## src/hw/rtl/des_pkg.sv

```systemverilog
// package with des tables and permutation functions
package des_pkg;
    typedef logic [63:0] t_block;
    typedef logic [47:0] t_rkey;
    typedef logic [55:0] t_cd;

    localparam logic [1:0] ST_IDLE = 2'd0;
    localparam logic [1:0] ST_RUN  = 2'd1;
    localparam logic [1:0] ST_DONE = 2'd2;

    localparam int TAB_IP [64] = '{
        58,50,42,34,26,18,10,2, 60,52,44,36,28,20,12,4,
        62,54,46,38,30,22,14,6, 64,56,48,40,32,24,16,8,
        57,49,41,33,25,17,9,1,  59,51,43,35,27,19,11,3,
        61,53,45,37,29,21,13,5, 63,55,47,39,31,23,15,7};
    localparam int TAB_FP [64] = '{
        40,8,48,16,56,24,64,32, 39,7,47,15,55,23,63,31,
        38,6,46,14,54,22,62,30, 37,5,45,13,53,21,61,29,
        36,4,44,12,52,20,60,28, 35,3,43,11,51,19,59,27,
        34,2,42,10,50,18,58,26, 33,1,41,9,49,17,57,25};
    localparam int TAB_E [48] = '{
        32,1,2,3,4,5, 4,5,6,7,8,9, 8,9,10,11,12,13, 12,13,14,15,16,17,
        16,17,18,19,20,21, 20,21,22,23,24,25, 24,25,26,27,28,29,
        28,29,30,31,32,1};
    localparam int TAB_P [32] = '{
        16,7,20,21,29,12,28,17, 1,15,23,26,5,18,31,10,
        2,8,24,14,32,27,3,9, 19,13,30,6,22,11,4,25};
    localparam int TAB_PC1 [56] = '{
        57,49,41,33,25,17,9,1,58,50,42,34,26,18,10,2,59,51,43,35,27,19,11,3,
        60,52,44,36,63,55,47,39,31,23,15,7,62,54,46,38,30,22,14,6,
        61,53,45,37,29,21,13,5,28,20,12,4};
    localparam int TAB_PC2 [48] = '{
        14,17,11,24,1,5,3,28,15,6,21,10,23,19,12,4,26,8,16,7,27,20,13,2,
        41,52,31,37,47,55,30,40,51,45,33,48,44,49,39,56,34,53,46,42,50,36,29,32};
    localparam logic [15:0] ROT_TWO = 16'b0111111011111100; // bit r: shift of 2
    localparam logic [3:0] TAB_S [8][64] = '{
     '{14,4,13,1,2,15,11,8,3,10,6,12,5,9,0,7, 0,15,7,4,14,2,13,1,10,6,12,11,9,5,3,8,
       4,1,14,8,13,6,2,11,15,12,9,7,3,10,5,0, 15,12,8,2,4,9,1,7,5,11,3,14,10,0,6,13},
     '{15,1,8,14,6,11,3,4,9,7,2,13,12,0,5,10, 3,13,4,7,15,2,8,14,12,0,1,10,6,9,11,5,
       0,14,7,11,10,4,13,1,5,8,12,6,9,3,2,15, 13,8,10,1,3,15,4,2,11,6,7,12,0,5,14,9},
     '{10,0,9,14,6,3,15,5,1,13,12,7,11,4,2,8, 13,7,0,9,3,4,6,10,2,8,5,14,12,11,15,1,
       13,6,4,9,8,15,3,0,11,1,2,12,5,10,14,7, 1,10,13,0,6,9,8,7,4,15,14,3,11,5,2,12},
     '{7,13,14,3,0,6,9,10,1,2,8,5,11,12,4,15, 13,8,11,5,6,15,0,3,4,7,2,12,1,10,14,9,
       10,6,9,0,12,11,7,13,15,1,3,14,5,2,8,4, 3,15,0,6,10,1,13,8,9,4,5,11,12,7,2,14},
     '{2,12,4,1,7,10,11,6,8,5,3,15,13,0,14,9, 14,11,2,12,4,7,13,1,5,0,15,10,3,9,8,6,
       4,2,1,11,10,13,7,8,15,9,12,5,6,3,0,14, 11,8,12,7,1,14,2,13,6,15,0,9,10,4,5,3},
     '{12,1,10,15,9,2,6,8,0,13,3,4,14,7,5,11, 10,15,4,2,7,12,9,5,6,1,13,14,0,11,3,8,
       9,14,15,5,2,8,12,3,7,0,4,10,1,13,11,6, 4,3,2,12,9,5,15,10,11,14,1,7,6,0,8,13},
     '{4,11,2,14,15,0,8,13,3,12,9,7,5,10,6,1, 13,0,11,7,4,9,1,10,14,3,5,12,2,15,8,6,
       1,4,11,13,12,3,7,14,10,15,6,8,0,5,9,2, 6,11,13,8,1,4,10,7,9,5,0,15,14,2,3,12},
     '{13,2,8,4,6,15,11,1,10,9,3,14,5,0,12,7, 1,15,13,8,10,3,7,4,12,5,6,11,0,14,9,2,
       7,11,4,1,9,12,14,2,0,6,10,13,15,3,5,8, 2,1,14,7,4,10,8,13,15,12,9,0,3,5,6,11}};

    // initial and final permutations, msb is des bit 1
    function automatic t_block perm_ip(input t_block v);
        t_block r;
        for (int i = 0; i < 64; i++) r[63-i] = v[64-TAB_IP[i]];
        return r;
    endfunction
    function automatic t_block perm_fp(input t_block v);
        t_block r;
        for (int i = 0; i < 64; i++) r[63-i] = v[64-TAB_FP[i]];
        return r;
    endfunction
    function automatic t_cd perm_pc1(input t_block v);
        t_cd r;
        for (int i = 0; i < 56; i++) r[55-i] = v[64-TAB_PC1[i]];
        return r;
    endfunction
    function automatic t_rkey perm_pc2(input t_cd v);
        t_rkey r;
        for (int i = 0; i < 48; i++) r[47-i] = v[56-TAB_PC2[i]];
        return r;
    endfunction
    // feistel function: e, key xor, s-boxes, p
    function automatic logic [31:0] feistel(input logic [31:0] rh, input t_rkey k);
        t_rkey x;
        logic [31:0] s;
        logic [31:0] p;
        logic [5:0] b;
        for (int i = 0; i < 48; i++) x[47-i] = rh[32-TAB_E[i]];
        x = x ^ k;
        for (int i = 0; i < 8; i++) begin
            b = x[47-6*i -: 6];
            s[31-4*i -: 4] = TAB_S[i][{b[5], b[0], b[4:1]}];
        end
        for (int i = 0; i < 32; i++) p[31-i] = s[32-TAB_P[i]];
        return p;
    endfunction
endpackage

```

## src/hw/rtl/des_block_cipher_top.sv

```systemverilog
// top level of the single-block des engine
// Each block is loaded through the initial permutation, then runs ROUNDS
// rounds in the shared round unit and is held in the done state until the
// output is taken; no new block is accepted before then. A key write reloads
// all 16 round keys of the key file (also after reset), during which no block
// is accepted. s_axis_tuser selects 0 encrypt, 1 decrypt.
module des_block_cipher_top
    import des_pkg::*;
#(
    parameter int ROUNDS = 16
) (
    input  logic        i_clk,
    input  logic        i_rst_n,
    input  logic        i_cfg_we,
    input  logic [63:0] i_cfg_wdata,
    input  logic        s_axis_tvalid,
    output logic        s_axis_tready,
    input  logic [63:0] s_axis_tdata,  // block_in
    input  logic        s_axis_tuser,  // kind
    output logic        m_axis_tvalid,
    input  logic        m_axis_tready,
    output logic [63:0] m_axis_tdata   // block_out
);
    t_rkey      w_rkey;
    logic [3:0] w_idx;
    logic       w_ks_busy, w_rd_busy, w_done;

    des_keysched u_ks (
        .i_clk(i_clk), .i_rst_n(i_rst_n), .i_key_wr(i_cfg_we), .i_key(i_cfg_wdata),
        .i_rd_idx(w_idx), .o_rkey(w_rkey), .o_busy(w_ks_busy)
    );

    des_round #(.ROUNDS(ROUNDS)) u_round (
        .i_clk(i_clk), .i_rst_n(i_rst_n), .i_start(s_axis_tvalid && s_axis_tready),
        .i_kind(s_axis_tuser), .i_block(s_axis_tdata), .i_rkey(w_rkey),
        .i_taken(m_axis_tready), .o_key_idx(w_idx), .o_busy(w_rd_busy),
        .o_done(w_done), .o_block(m_axis_tdata)
    );

    assign s_axis_tready = !w_rd_busy && !w_ks_busy;
    assign m_axis_tvalid = w_done;
endmodule

```

## src/hw/rtl/des_keysched.sv

```systemverilog
// key schedule: one round key per cycle into a register file
module des_keysched
    import des_pkg::*;
(
    input  logic        i_clk,
    input  logic        i_rst_n,
    input  logic        i_key_wr,
    input  t_block      i_key,
    input  logic [3:0]  i_rd_idx,
    output t_rkey       o_rkey,
    output logic        o_busy
);
    t_rkey      r_keys [16];
    t_rkey      r_rkey;
    t_cd        r_cd;
    logic [3:0] r_cnt;
    logic       r_busy;
    logic [27:0] w_c, w_d;
    logic        w_two;

    // rotate both halves by the schedule amount of this round
    always_comb begin
        w_two = ROT_TWO[r_cnt];
        w_c = w_two ? {r_cd[53:28], r_cd[55:54]} : {r_cd[54:28], r_cd[55]};
        w_d = w_two ? {r_cd[25:0], r_cd[27:26]} : {r_cd[26:0], r_cd[27]};
    end

    // sequencer, a key write or reset restarts the sweep
    always_ff @(posedge i_clk) begin
        if (!i_rst_n) begin
            r_busy <= 1'b1;
            r_cnt  <= '0;
            r_cd   <= '0;
        end else if (i_key_wr) begin
            r_busy <= 1'b1;
            r_cnt  <= '0;
            r_cd   <= perm_pc1(i_key);
        end else if (r_busy) begin
            r_cd  <= {w_c, w_d};
            r_cnt <= r_cnt + 4'd1;
            if (r_cnt == 4'd15) r_busy <= 1'b0;
        end
    end

    // key file write during the sweep, registered read for the round engine
    always_ff @(posedge i_clk) begin
        if (r_busy && !i_key_wr) r_keys[r_cnt] <= perm_pc2({w_c, w_d});
        r_rkey <= r_keys[i_rd_idx];
    end

    assign o_rkey = r_rkey;
    assign o_busy = r_busy;
endmodule

```

## src/hw/rtl/des_round.sv

```systemverilog
// round engine: one shared feistel round per cycle
module des_round
    import des_pkg::*;
#(
    parameter int ROUNDS = 16
) (
    input  logic        i_clk,
    input  logic        i_rst_n,
    input  logic        i_start,
    input  logic        i_kind,
    input  t_block      i_block,
    input  t_rkey       i_rkey,
    input  logic        i_taken,
    output logic [3:0]  o_key_idx,
    output logic        o_busy,
    output logic        o_done,
    output t_block      o_block
);
    localparam logic [3:0] LAST = 4'(ROUNDS - 1);
    logic [1:0]  r_state;
    logic [3:0]  r_n;
    logic        r_dec;
    logic [31:0] r_l, r_r;
    t_block      r_out;
    logic [3:0]  w_next_n;
    logic        w_next_dec;

    // key index of the next round, the key file answers in the cycle after
    always_comb begin
        w_next_n   = (r_state == ST_IDLE) ? 4'd0 : (r_n + 4'd1);
        w_next_dec = (r_state == ST_IDLE) ? i_kind : r_dec;
        o_key_idx  = w_next_dec ? (LAST - w_next_n) : w_next_n;
    end

    always_ff @(posedge i_clk) begin
        if (!i_rst_n) begin
            r_state <= ST_IDLE;
            r_n     <= '0;
            r_dec   <= 1'b0;
        end else begin
            case (r_state)
                ST_IDLE: begin
                    if (i_start) begin
                        r_state <= ST_RUN;
                        r_n <= '0;
                        r_dec <= i_kind;
                    end
                end
                ST_RUN: begin
                    r_n <= r_n + 4'd1;
                    if (r_n == LAST) r_state <= ST_DONE;
                end
                ST_DONE: begin
                    if (i_taken) r_state <= ST_IDLE;
                end
                default: r_state <= ST_IDLE;
            endcase
        end
    end

    // data path: ip at load, one round per cycle, swap and fp at the end
    always_ff @(posedge i_clk) begin
        if (r_state == ST_IDLE && i_start) begin
            {r_l, r_r} <= perm_ip(i_block);
        end else if (r_state == ST_RUN) begin
            r_l <= r_r;
            r_r <= r_l ^ feistel(r_r, i_rkey);
            if (r_n == LAST) r_out <= perm_fp({r_l ^ feistel(r_r, i_rkey), r_r});
        end
    end

    assign o_busy  = (r_state != ST_IDLE);
    assign o_done  = (r_state == ST_DONE);
    assign o_block = r_out;
endmodule

```

## config.mk

```make
export PLATFORM = sky130hd
export DESIGN_NAME = des_block_cipher_top
export DESIGN_NICKNAME = d
export VERILOG_FILES = /design/src/hw/rtl/des_pkg.sv /design/src/hw/rtl/des_block_cipher_top.sv /design/src/hw/rtl/des_keysched.sv /design/src/hw/rtl/des_round.sv
export SDC_FILE = /design/constraint.sdc
export NUM_CORES = 2
export LEC_CHECK = 0
export BUFFER_PORTS_ARGS = -buffer_cell sky130_fd_sc_hd__clkbuf_2
export CAP_MARGIN = 20
export CORE_ASPECT_RATIO = 0.8
export CORE_UTILIZATION = 38
export CTS_BUF_LIST = sky130_fd_sc_hd__clkbuf_4 sky130_fd_sc_hd__clkbuf_8
export CTS_CLUSTER_SIZE = 28
export DETAILED_ROUTE_END_ITERATION = 10
export GPL_TIMING_DRIVEN = 0
export PLACE_DENSITY = 0.59
export SYNTH_ARGS = -nofsm -noshare
export SYNTH_HDL_FRONTEND = slang
export SYNTH_SLANG_ARGS = --single-unit
```

## constraint.sdc

```tcl
create_clock -name i_clk -period 6.5 [get_ports i_clk]
set_input_delay 0.65 -clock i_clk [delete_from_list [all_inputs] [get_ports i_clk]]
set_output_delay 0.65 -clock i_clk [all_outputs]
set_load 0.1 [all_outputs]
```

==> flow_metrics.env <==
export IMPL_fin_util=0.441
export IMPL_worst_path_max_fanout=10
export IMPL_worstPathRequired_ns=7.05
export IMPL_cp_top_family="buffers and inverters"
export IMPL_setup_tns_final_ns=0
export IMPL_dp_slack_ns=2.24
export IMPL_h_tree_depth=4
export IMPL_slowest_delay_ns=0.78
export IMPL_port_buffers=190
export IMPL_track_usage=0.204
export IMPL_avgSynthCellArea_um2=14.7
export IMPL_finalClockSkew_ns=0.0389
export IMPL_p_leak_nw=20.8
export IMPL_status="complete, no violations"
export IMPL_start_kind="flip-flop"
export IMPL_die_h_um=315
export IMPL_yosysUniqueCellTypes=76
export IMPL_gp_congestion=0.879
export IMPL_core_mm2=0.121
export IMPL_powerDensity_mw_per_mm2=272
export IMPL_fillCellCount=11003
export IMPL_setup_ws_ns=2.20
export IMPL_hold_violations=0
export IMPL_synth_cell_area_mm2=0.0464
export IMPL_layout_common_cells="edfxtp_1 (896), mux2i_1 (831), nand2_1 (233), clkbuf_2 (190), clkbuf_8 (173)"
export IMPL_report_power_total_mw=14.5
export IMPL_ios=200
export IMPL_die_area_mm2=0.123
export IMPL_grt_pass1_wl_mm=183
export IMPL_numCtsBuffers=160
export IMPL_critPathKind="reg -> reg"
export IMPL_fin_crit_ns=4.30
export IMPL_yosysTopAreaCell="edfxtp_1"
export IMPL_area_growth_pct=15.0
export IMPL_grt_pass1_vias=26869
export IMPL_drive_gt1_frac=0.182
export IMPL_irDropWorstVdd_v=0.000193
export IMPL_final_common_cell="edfxtp_1"
export IMPL_async_flop_share=0
export IMPL_ctsHoldBuffers=38
export IMPL_drv_cap=0
export IMPL_wl_mm=127
export IMPL_ys_warnings_count=0
export IMPL_finalNetCount=3769
export IMPL_syn_nets=3365
export IMPL_seq_area_frac_synth=0.630
export IMPL_slew_viol_final=0
export IMPL_start_util=0.384
export IMPL_rsz0062_at_grt="no"
export IMPL_hold_depth=3
export IMPL_viasPerCell=5.23
export IMPL_route_detailed_drc=0
export IMPL_worst_slew_margin_rel=0.254
export IMPL_placementRows=114
export IMPL_fmax_mhz=233
export IMPL_ant_nets=0
export IMPL_ys_flop_type="edfxtp_1"
export IMPL_critPathSlowestCell="buf_1"
export IMPL_clkLatencyLatePin_ns=0.86
export IMPL_cts_root_buf="clkbuf_8"
export IMPL_cpMostUsedCell="clkbuf_1"
export IMPL_worst_hold_path_type="in -> reg"
export IMPL_cts_buffer_depth=3
export IMPL_synth_seq_cells=1013
export IMPL_synth_edf_count=896
export IMPL_cts_sinks=1013
export IMPL_path_clk_slew_ns=0.06
export IMPL_num_vias=27885
export IMPL_grt_max_degree=62
export IMPL_grt_ovfl_total=0
export IMPL_cp_buffers_inverters=4
export IMPL_reg2reg_depth=7
export IMPL_wl_per_cell_um=23.9
export IMPL_post_cts_buffers=0
export IMPL_tightest_slew_ns=1.12
export IMPL_cts_resized=0
export IMPL_path_depth=7
export IMPL_yosysTopAreaCellShare=0.580
export IMPL_cts_tree="yes"
export IMPL_synth_area_leaders="edfxtp_1 (58%), mux2i_1 (18%), dfxtp_1 (5.0%)"
export IMPL_path_cells="clkbuf_1, nor3_1, nand2_1, clkbuf_1, buf_1, clkbuf_1, a31oi_1"
export IMPL_syn_inst=3164
export IMPL_drt_iter0_markers=2269
export IMPL_setup_viol=0
export IMPL_first_pass_iters=6
export IMPL_dpl_hpwl_mm=84.4
export IMPL_die_x_um=393
export IMPL_antenna_found_initial=9
export IMPL_crit_arrival_ns=4.84
export IMPL_period_share=0.661
export IMPL_crit_path_end_kind="flip-flop"
## where the power goes
part | leakage (nW) | total, mW | switching (mW) | internal (mW)
combinational | 9.89 | 1.81 | 1.10 | 0.706
clock | 1.69 | 5.45 | 2.60 | 2.85
sequential | 9.20 | 7.28 | 0.0591 | 7.22
## logic make-up after synthesis
group           share of synthesized area
compound gates                     0.0417
xor+xnor                           0.0272
fa+ha+maj                          0.0181
buf+inv                            0.0207
flops                               0.630
mux                                 0.210
simple gates                       0.0518
## worst reg2reg max path: cells and delay by family, from the launching register on
kind	cells	cell delay, ns
buf+inv	4	2.99
compound gates	1	0.21
flops	1	0.31
simple gates	2	0.48
## metal layers
layer / share of wire / up-vias / global-route usage / wire [um]
met5: 0 / - / 0 / 0
met4: 0.019 / 0 / 0.0577 / 2380
met3: 0.067 / 142 / 0.0325 / 8510
met2: 0.43 / 978 / 0.302 / 55100
met1: 0.48 / 13919 / 0.309 / 61400
li1: - / 12846 / - / -
## flip-flops by register name (all words and copies together), names as in the netlist
signal,flops
u_ks.r_keys,768
u_round.o_block,64
u_ks.r_cd,56
u_ks.o_rkey,48
u_round.r_l,32
u_round.r_r,32
u_ks.r_cnt,4
u_round.r_n,4
u_round.r_state,2
u_ks.o_busy,1
u_ks.w_two,1
u_round.r_dec,1
## final cells by class
class / count / area (um2) / area share
repair buffers: 242 / 1670 / 0.0313
inverters: 49 / 186 / 0.00349
diodes: 9 / 22.5 / 0.000422
flip-flops and latches: 1013 / 29200 / 0.548
clock buffers: 224 / 2760 / 0.0518
well taps: 1624 / 2030 / 0.0381
clock inverters: 67 / 429 / 0.00804
plain buffers: 176 / 772 / 0.0145
multi-input cells: 1926 / 16200 / 0.304
## path summary, 6_finish.rpt
kind | start | endpoint | slack [ns]
setup reg to reg | u_ks.o_busy | u_round.r_r[4] | 2.20
hold / removal | s_axis_tdata[50] | u_round.r_l[9] | 0.1
hold reg to reg | u_round.r_r[23] | u_round.o_block[5] | 0.45
setup / recovery | u_ks.o_busy | u_round.r_r[4] | 2.20
## metrics by stage
stage | instance area, um2 | cells | hold slack [ns]
5_1_grt | 53400 | 5326 | 0.0702
6_report | 53400 | 5330 | 0.0973
4_1_cts | 53300 | 5320 | 0.000296
3_3_place_gp | 49400 | 4978 | 0.428
3_5_place_dp | 49800 | 4991 | 0.432
2_1_floorplan | 46400 | 3164 | 0.421
## Yosys cell counts, drive strengths merged (7+ instances only)
| cell | instances |
|---|---|
| nor2 | 74 |
| o2111ai | 11 |
| mux4 | 33 |
| and3 | 7 |
| inv | 47 |
| buf | 86 |
| edfxtp | 896 |
| o311ai | 7 |
| mux2i | 831 |
| xnor2 | 73 |
| a211oi | 30 |
| nand2 | 234 |
| o21ai | 85 |
| nand3 | 47 |
| a31oi | 14 |
| a21oi | 29 |
| dfxtp | 117 |
| o211ai | 23 |
| xor2 | 57 |
| nor3 | 36 |
| clkbuf | 90 |
| and2 | 71 |
| or3 | 9 |
| ha | 67 |
| nand4 | 8 |
| o31ai | 13 |
| o21a | 10 |
| mux2 | 61 |
| nand2b | 8 |
| nor2b | 13 |
(Power assumes the default switching activity.)
